## config.mk

```make
export PLATFORM = sky130hd
export DESIGN_NAME = eqtq_div_step
export DESIGN_NICKNAME = d
export VERILOG_FILES = /design/src/rtl/eqtq_div_step.sv
export SDC_FILE = /design/constraint.sdc
export NUM_CORES = 1
export LEC_CHECK = 0
export BUFFER_PORTS_ARGS = -buffer_cell sky130_fd_sc_hd__buf_2
export CAP_MARGIN = 0
export CELL_PAD_IN_SITES_DETAIL_PLACEMENT = 1
export CELL_PAD_IN_SITES_GLOBAL_PLACEMENT = 1
export CORE_MARGIN = 4
export CORE_UTILIZATION = 34
export DETAILED_ROUTE_END_ITERATION = 16
export PLACE_DENSITY = 0.95
export SLEW_MARGIN = 40
export SYNTH_ARGS = -nofsm -noshare
export SYNTH_HDL_FRONTEND = slang
export SYNTH_SLANG_ARGS = --single-unit
```

## constraint.sdc

```tcl
create_clock -name vclk -period 2.55
set_input_delay 0.255 -clock vclk [all_inputs]
set_output_delay 0.255 -clock vclk [all_outputs]
set_load 0.01 [all_outputs]
```

## src/rtl/eqtq_div_step.sv

```systemverilog
// One restoring division step; remainder stays below the divisor.
module eqtq_div_step (
    input  logic [7:0] i_rem,
    input  logic       i_bit,
    input  logic [7:0] i_div,
    output logic [7:0] o_rem,
    output logic       o_q
);

    logic [8:0] w_part;
    logic [8:0] w_diff;

    assign w_part = {i_rem, i_bit};
    assign w_diff = w_part - {1'b0, i_div};
    assign o_q    = (w_part >= {1'b0, i_div});
    assign o_rem  = o_q ? w_diff[7:0] : w_part[7:0];

endmodule

```

* Yosys cells after proc, flatten, opt, wreduce, memory -nomap -nowiden *
Index checks and enable logic that the tools add are counted.

cells by class
  add/sub/neg operators = 1
  magnitude comparators = 1
  multiplexer cells = 1

operators with widths
  kind                                        number
  greater-or-equal comparator 9 x 8 -> 1 bit  1
  2-to-1 mux 8 bit                            1
  subtractor 8 bit                            1

word-level totals
  register bits after elaboration = 0
  input port bits = 17
  output and inout port bits = 9

* Logic depth before layout (Yosys ltp) *
  depth after elaboration = 2
  gate-level depth with buffers = 8
  gate-level depth less buffers = 8

* Least setup slack after synthesis *
Ideal clock, no wire load.

  path type = input to output
  start = in i_bit
  end = out o_rem[6]
  arrival = 1.824 ns
  required time = 2.295 ns
  setup slack = 0.471 ns
  stages on the path = 8
  cells stage by stage = inv_1 > ha_1 > fa_1 > nor2b_1 > o31a_1 > nor4_1 > a311o_1 > mux2_2

on the way
  longest elaborated chain between the ends = 2

RTL lines
  item                                                                                   RTL line  source
  start, declared                                                                        4         input logic i_bit,
  subtractor 8 bit / greater-or-equal comparator 9 x 8 -> 1 bit (equally long branches)  14, 15
  2-to-1 mux 8 bit (*)                                                                   16        assign o_rem = o_q ? w_diff[7:0] : w_part[7:0];
  end, declared                                                                          6         output logic [7:0] o_rem,

Every way passes the cells marked *; elsewhere a longest branch is shown, timed or not.

* Final worst setup path *
Same ends and word-level chain as after synthesis.

==> metrics.cfg <==
[outcome]
status = completed

[global_routing]
grt_pass1_wl_um = 2190
track_usage = 0.131
grt_overflow = 0
grt_max_degree = 9
grt_antenna_before_repair = 0
grt_pass1_vias = 557

[hold_path]
holdPathStages = 3
min_to = o_rem[4]
worstHoldStart = i_rem[3]
hold_path_class = input port to output pin

[floorplanning]
die_x_um = 47.1
io_pins = 26
coreArea_um2 = 1370
die_area_um2 = 2220
start_util = 0.381
rows = 13
die_h_um = 47.1

[layout]
final_cells = 109
nets = 122
n_fill_cell = 195
design.seq.count = 0
num_antenna_cells = 0
n_clock_buffer = 0
regArea_um2 = 0
drive_gt1_frac = 0.383
syn2layout_area_growth_pct = 28.1
multi_input_area_um2 = 462

[setup_path]
crit_fanout = 3
start_kind = input port
critPathRequiredTime_ps = 2300
worstPathArrival_ps = 2170
endpoint_kind = output pin
worstSetupPathType = input port to output pin

[routing]
routed_via_density = 5.35
drc = 0
wirelength_um = 1420
drt_iter0_markers = 2
wl_per_cell_um = 13.0
num_vias = 583
firstDrtPassIters = 3
ant_nets = 0

[synth]
yosysSeqAreaShare = 0
yosysMostFrequentCell = inv_1
syn_nets = 95
netlist_area_um2 = 520
netlist_instances = 69
yosys_warnings = 0
yosysUniqueCellTypes = 29
yosys.area.top_type_share = 0.192
synth_common_cells = 13 x inv_1, 8 x ha_1, 5 x mux2_2
syn_area_per_cell_um2 = 7.54
synth_area_leader_cell = ha_1
yosys-top-cells-area = ha_1 19%, mux2_2 11%, inv_1 9.4%, a41oi_4 5.3%, a21o_1 4.3%

[clocking]
cts_resized = 0
postCtsHoldBufs = 0
cts_setup_buffers = 0

[sta]
max_freq_mhz = 412
setup_tns_ps = 0
period_needed_ps = 2430
tightestPinTransition_ps = 515
finalHoldViolCount = 0
fin_hold_ws_ps = 842
fin_crit_sh = 0.951
finalSetupViolCount = 0
drv_slew = 0
slew-limit-headroom = 0.653
rsz0062_at_grt = false

[placement]
numPlacedInstances = 109
io_buffer_count = 26
dp_hpwl_um = 1280
gp_congestion = 0.757

[power_and_ir_drop]
p_per_area_nw_per_um2 = 280
p_leak_nw = 0.357
peakVddDrop_v = 0.000119

[job]
max_cap_violations = 0

power by group:
group | switching (W) | total (W) | internal, W
combinational | 0.0000966 | 0.000187 | 0.0000899
clock | 0 | 0 | 0
sequential | 0 | 0 | 0
how the worst max path moves through the flow:
stage,startpoint,end,slack (ps),cells past startpoint
2_1_floorplan,i_bit,o_rem[6],470,8
3_3_place_gp,i_bit,o_rem[6],210,10
6_report,i_bit,o_rem[6],120,10
4_1_cts,i_bit,o_rem[6],100,10
5_1_grt,i_bit,o_rem[6],3,10
3_5_place_dp,i_bit,o_rem[6],110,10
cell type report:
cell class	instances	area share
inverter	13	0.0732
multi-input combinational	54	0.692
tap	15	0.0281
timing repair buffer	27	0.206
stage by stage:
step	util	setup slack (ps)	power, W	area [µm²]
floorplan	-	471	0.000128	520
global placement	0.488	214	0.000179	667
detailed placement	0.488	111	0.000188	667
CTS	0.488	104	0.000190	667
global route	0.488	3.19	0.000206	667
finish	0.488	125	0.000187	667
cells by family (layout without fill, tap and decap cells):
| group | after synthesis | in the layout | share of synthesized area |
|---|---|---|---|
| AO/OA/AOI/OAI | 20 | 20 | 0.310 |
| adder cells (fa/ha/maj) | 9 | 9 | 0.231 |
| XOR/XNOR | 3 | 3 | 0.0505 |
| buffers and inverters | 15 | 40 | 0.113 |
| multiplexers | 7 | 7 | 0.147 |
| AND/OR/NAND/NOR | 15 | 15 | 0.149 |
critical path: stages:
cell,delay [ps]
buf_2,80
inv_1,40
ha_1,230
fa_1,420
nor2b_1,170
o31a_1,190
nor4_1,60
a311o_1,330
mux2_2,260
buf_2,140
routing by layer:
layer / share of wire / wire (µm) / global-route usage
met5: 0 / 0 / 0
met4: 0 / 0 / 0
met3: 0.052 / 74 / 0
met2: 0.53 / 747 / 0.285
met1: 0.42 / 600 / 0.146
cell usage in the layout (no fill, tap or decap):
cell / synthesis / final
a211oi_1: 1 / 1
a21oi_2: 2 / 2
a41o_1: 1 / 1
inv_1: 13 / 13
nor2b_1: 1 / 1
a31oi_1: 1 / 1
mux2_2: 5 / 5
a41oi_4: 1 / 1
a21oi_1: 3 / 3
o21ai_2: 1 / 1
or2b_1: 1 / 1
nor2_1: 2 / 2
a21o_1: 3 / 3
xor2_1: 1 / 1
xnor2_1: 2 / 2
nand3_1: 2 / 2
nor4_1: 1 / 1
buf_2: 2 / 26
o21ai_0: 4 / 4
nand2_1: 3 / 3
ha_1: 8 / 8
nor3b_1: 1 / 1
nor3_1: 3 / 3
buf_4: 0 / 1
o31a_1: 1 / 1
fa_1: 1 / 1
a311o_1: 1 / 1
mux2i_1: 2 / 2
o21a_1: 1 / 1
or3_1: 1 / 1
(Power assumes the default switching activity.)
