===== src/rtl/eqtq_sq_step.sv =====
// One bit of a log2 fraction: square the Q1.30 mantissa, renormalize.
module eqtq_sq_step (
    input  logic [30:0] i_mant,
    output logic [30:0] o_mant,
    output logic        o_bit
);

    logic [61:0] w_sq;
    logic [31:0] w_top;

    assign w_sq   = {31'd0, i_mant} * {31'd0, i_mant};
    assign w_top  = w_sq[61:30];
    assign o_bit  = w_top[31];
    assign o_mant = w_top[31] ? w_top[31:1] : w_top[30:0];

endmodule


===== config.mk =====
export PLATFORM = sky130hd
export DESIGN_NAME = eqtq_sq_step
export DESIGN_NICKNAME = d
export VERILOG_FILES = /design/src/rtl/eqtq_sq_step.sv
export SDC_FILE = /design/constraint.sdc
export NUM_CORES = 2
export LEC_CHECK = 0
export ABC_AREA = 1
export BUFFER_PORTS_ARGS = -buffer_cell sky130_fd_sc_hd__buf_2
export CORE_UTILIZATION = 50
export DETAILED_ROUTE_END_ITERATION = 7
export GPL_TIMING_DRIVEN = 0
export PLACE_DENSITY = 0.78
export SYNTH_ARGS = -nofsm -noshare
export SYNTH_HDL_FRONTEND = slang
export SYNTH_SLANG_ARGS = --single-unit
export TNS_END_PERCENT = 5

===== constraint.sdc =====
create_clock -name vclk -period 18.8
set_input_delay 2.82 -clock vclk [all_inputs]
set_output_delay 2.82 -clock vclk [all_outputs]
set_load 0.01 [all_outputs]

# --- Word level (Yosys, flattened, before mapping) ---
# Cells that the tools add are included.
# Widths: inputs -> output; s select.
word_totals:
  elab_cells: 2
  inputBits: 31
  ff_bits: 0
op_classes:
  n_mul: 1
  muxes: 1
op_table:
  columns: ["cell", "n"]
  rows:
  - ["$mul 31x31->62", 1]
  - ["$mux 31", 1]

# --- Logic depth before layout (Yosys ltp) ---
depth:
  ltp_word: 2
  mapped_depth: 34
  depth_no_buf: 32

# --- Least setup slack after synthesis ---
# No wires, ideal clock.
synth_path:
  path_type: "input to output"
  start: "input port i_mant[25]"
  end: "output port o_mant[10]"
  slack_ns: 6.821
  path_buffers: 3
  arrival_time_ns: 9.159
  required_ns: 15.980
  path_stages: 30
  path_cell_list: "clkbuf_1 > clkbuf_1 > nand2_1 > fa_1 > fa_1 > inv_1 > fa_1 > inv_1 > fa_1 > inv_1 > fa_1 > fa_1 > fa_1 > inv_1 > fa_1 > inv_1 > ha_1 > nand2_2 > nor2_4 > inv_2 > nor3_4 > nand2_2 > nor2_2 > nand2_2 > nand2_2 > nand2_1 > nand2_2 > buf_6 > nand2_1 > nand2_1"
synth_between:
  elab_chain_len: 2
synth_lines:
  columns: ["element", "line", "rtl"]
  rows:
  - ["start: declaration", "3", "input logic [30:0] i_mant,"]
  - ["$mul 31x31->62", "11", "assign w_sq = {31'd0, i_mant} * {31'd0, i_mant};"]
  - ["via o_bit", "5", "output logic o_bit"]
  - ["$mux 31", "14", "assign o_mant = w_top[31] ? w_top[31:1] : w_top[30:0];"]
  - ["end: declaration", "4", "output logic [30:0] o_mant,"]
# The timed path passes the listed nets, and every way through them passes these cells.

# --- Final worst setup path ---
layout_path:
  start: "input port i_mant[13]"
  end: "output port o_mant[28]"
layout_between:
  elab_chain_len: 2
layout_lines:
  columns: ["element", "line"]
  rows:
  - ["$mul 31x31->62", "11"]
  - ["$mux 31", "14"]
# No other way between the ends.

==> key figures <==
CTS
  • Post-CTS setup buffers: 0
  • Hold Buf Count CTS: 0
  • Post_cts resized: 0

Yosys
  • Synth warn: 0
  • Synth cell types: 37
  • Synth Area in Simple Gates: 17.1%
  • Netlist Area Pre-Place: 0.0296 mm²
  • Mean Syn Cell Area: 7.68 µm²
  • Synth top area cells: fa_1 (51%), inv_1 (17%), nand2_1 (13%)
  • Seq/Total Area, Yosys: 0%
  • Synth Area in Adders: 61.9%
  • Post-Synthesis Net Count: 4899
  • Post-synthesis mux area share: 0%
  • Area share of the largest cell type after synthesis: 50.5%
  • Yosys top cell by area: fa_1
  • XOR/XNOR share of the synthesized area: 0.918%
  • Complex-gate fraction of the synthesized area: 1.66%
  • Post-Syn Instances: 3852
  • Main combinational cell family by area after synthesis: adder cells

Worst setup path
  • WP buf/inv: 11
  • Crit-path max cell delay: 970 ps
  • Setup Crit Path Kind: input port to primary output
  • Worst setup SP type: input port
  • CP max FO: 10
  • Critical path capture point type: primary output
  • Most used cell, CP: fa_1
  • CP max-delay cell: clkbuf_1
  • Arr. time, crit path: 11560 ps
  • Critical Path RT: 15980 ps
  • Cell family with the largest share of critical-path delay: adder cells

Cells and area
  • Reg area: 0 µm²
  • Clk_buf instances: 0
  • Leading cell type in the layout, fill and taps excluded: inv_1
  • Area grow syn2layout: 4.27%
  • Ant diodes: 0
  • Filler cells: 5559
  • Seq Cell Count: 0
  • Post-Layout Cell Count: 4678
  • Share of cells above drive strength 1: 2.56%
  • Area of the multi-input gates: 0.0242 mm²
  • Nets: 4962
  • Commonest non-fill, non-tap cells in the layout: inv_1 (1330), nand2_1 (1048), fa_1 (747), ha_1 (269), nor2_1 (105)

Global routing
  • Total congestion overflow: 0
  • Initial antenna violation count: 0
  • First-pass GRT wire length: 142 mm
  • Total track usage: 31.5%
  • Vias in the first global route: 25019
  • Largest net degree at the start of global routing: 11

Outcome
  • Status: finished, final reports clean

Detailed routing
  • Drt pass-1 iters: 5
  • Final ANT Viol Nets: 0
  • Wire length per cell: 19.2 µm
  • Met2 wire length: 40.5 mm
  • Highest Signal Layer: met5
  • WL met3: 10.5 mm
  • Final WL: 89.6 mm
  • Routed via count: 23832
  • Routed vias/inst: 5.09
  • Met1 WL: 33.7 mm
  • Drt drc: 0
  • Initial DRC Count: 2037

Place
  • Placed instance count: 4678
  • Port bufs: 61
  • Post-DP HPWL: 77.3 mm
  • GP Congestion: 1.02

Floorplan
  • # IOs: 63
  • Core Area: 0.0581 mm²
  • Starting Density: 50.9%
  • Die width: 245 µm
  • DIE AREA: 0.0602 mm²
  • Row cnt: 88
  • Die height: 245 µm

Hold path
  • Hold crit path type: input port to primary output

STA
  • Max_slew headroom: 11.9%
  • Fin crit share: 76.5%
  • TNS Setup: 0 ps
  • RSZ-0062 raised after global routing: no
  • Max-slew violation count: 0
  • Fmax: 0.0695 GHz
  • Tmin final: 14380 ps
  • Setup Viol. Count Final: 0
  • Hold Vio Cnt, Final: 0
  • Worst Tran Pin Value: 1320 ps

Run
  • Max-cap viol count: 0
layout make-up:
class	instances	share of cell area [%]
multi-input cells	2417	78.3
inverters	1334	16.2
well taps	765	3.10
plain buffers	101	1.38
repair buffers	61	0.990
cell families after synthesis:
family / count (synthesis)
compound gates: 88
fa+ha+maj: 1016
buf+inv: 1435
xor+xnor: 31
simple gates: 1282
cell usage after synthesis (all sizes together):
cell type  number
o21bai         11
nor2          110
o21ai          15
a21o            3
and2            2
fa            747
nand2        1062
nor4            5
buf            18
inv          1334
nor3b           1
nand3b          5
clkbuf         83
ha            269
and3            2
xor2           19
nor3           12
a31oi           1
a21boi          1
a21oi          55
or2             4
nand4          15
nand3          64
xnor2          12
a31o            2
final timing paths:
kind | from | end | cells past startpoint
worst min-delay path | i_mant[29] | o_mant[5] | 9
worst max-delay path | i_mant[13] | o_mant[28] | 32
per-layer routing:
metal | vias up | GRT usage (%)
met5 | - | 1.23
met3 | 259 | 7.54
met1 | 11597 | 41.3
met4 | 2 | 13.2
li1 | 10771 | -
met2 | 1203 | 49.7
worst min-delay path, delay by kind of cell:
family	cells	cell delay, ps
AND/OR/NAND/NOR	5	440
buffers and inverters	2	260
XOR/XNOR	2	300
stage by stage:
step	setup slack (ps)	hold slack, ps	util (%)	instance area [µm²]
after floorplan	6820	6190	-	29600
after global placement	4670	6630	53.1	30900
after detailed placement	4610	6650	53.1	30900
after CTS	4580	6650	53.1	30900
after global routing	4190	6700	53.1	30900
final	4420	6650	53.1	30900
Power is not shown: default switching activity piles up to over one toggle a cycle in this logic, so the estimate is an artifact.
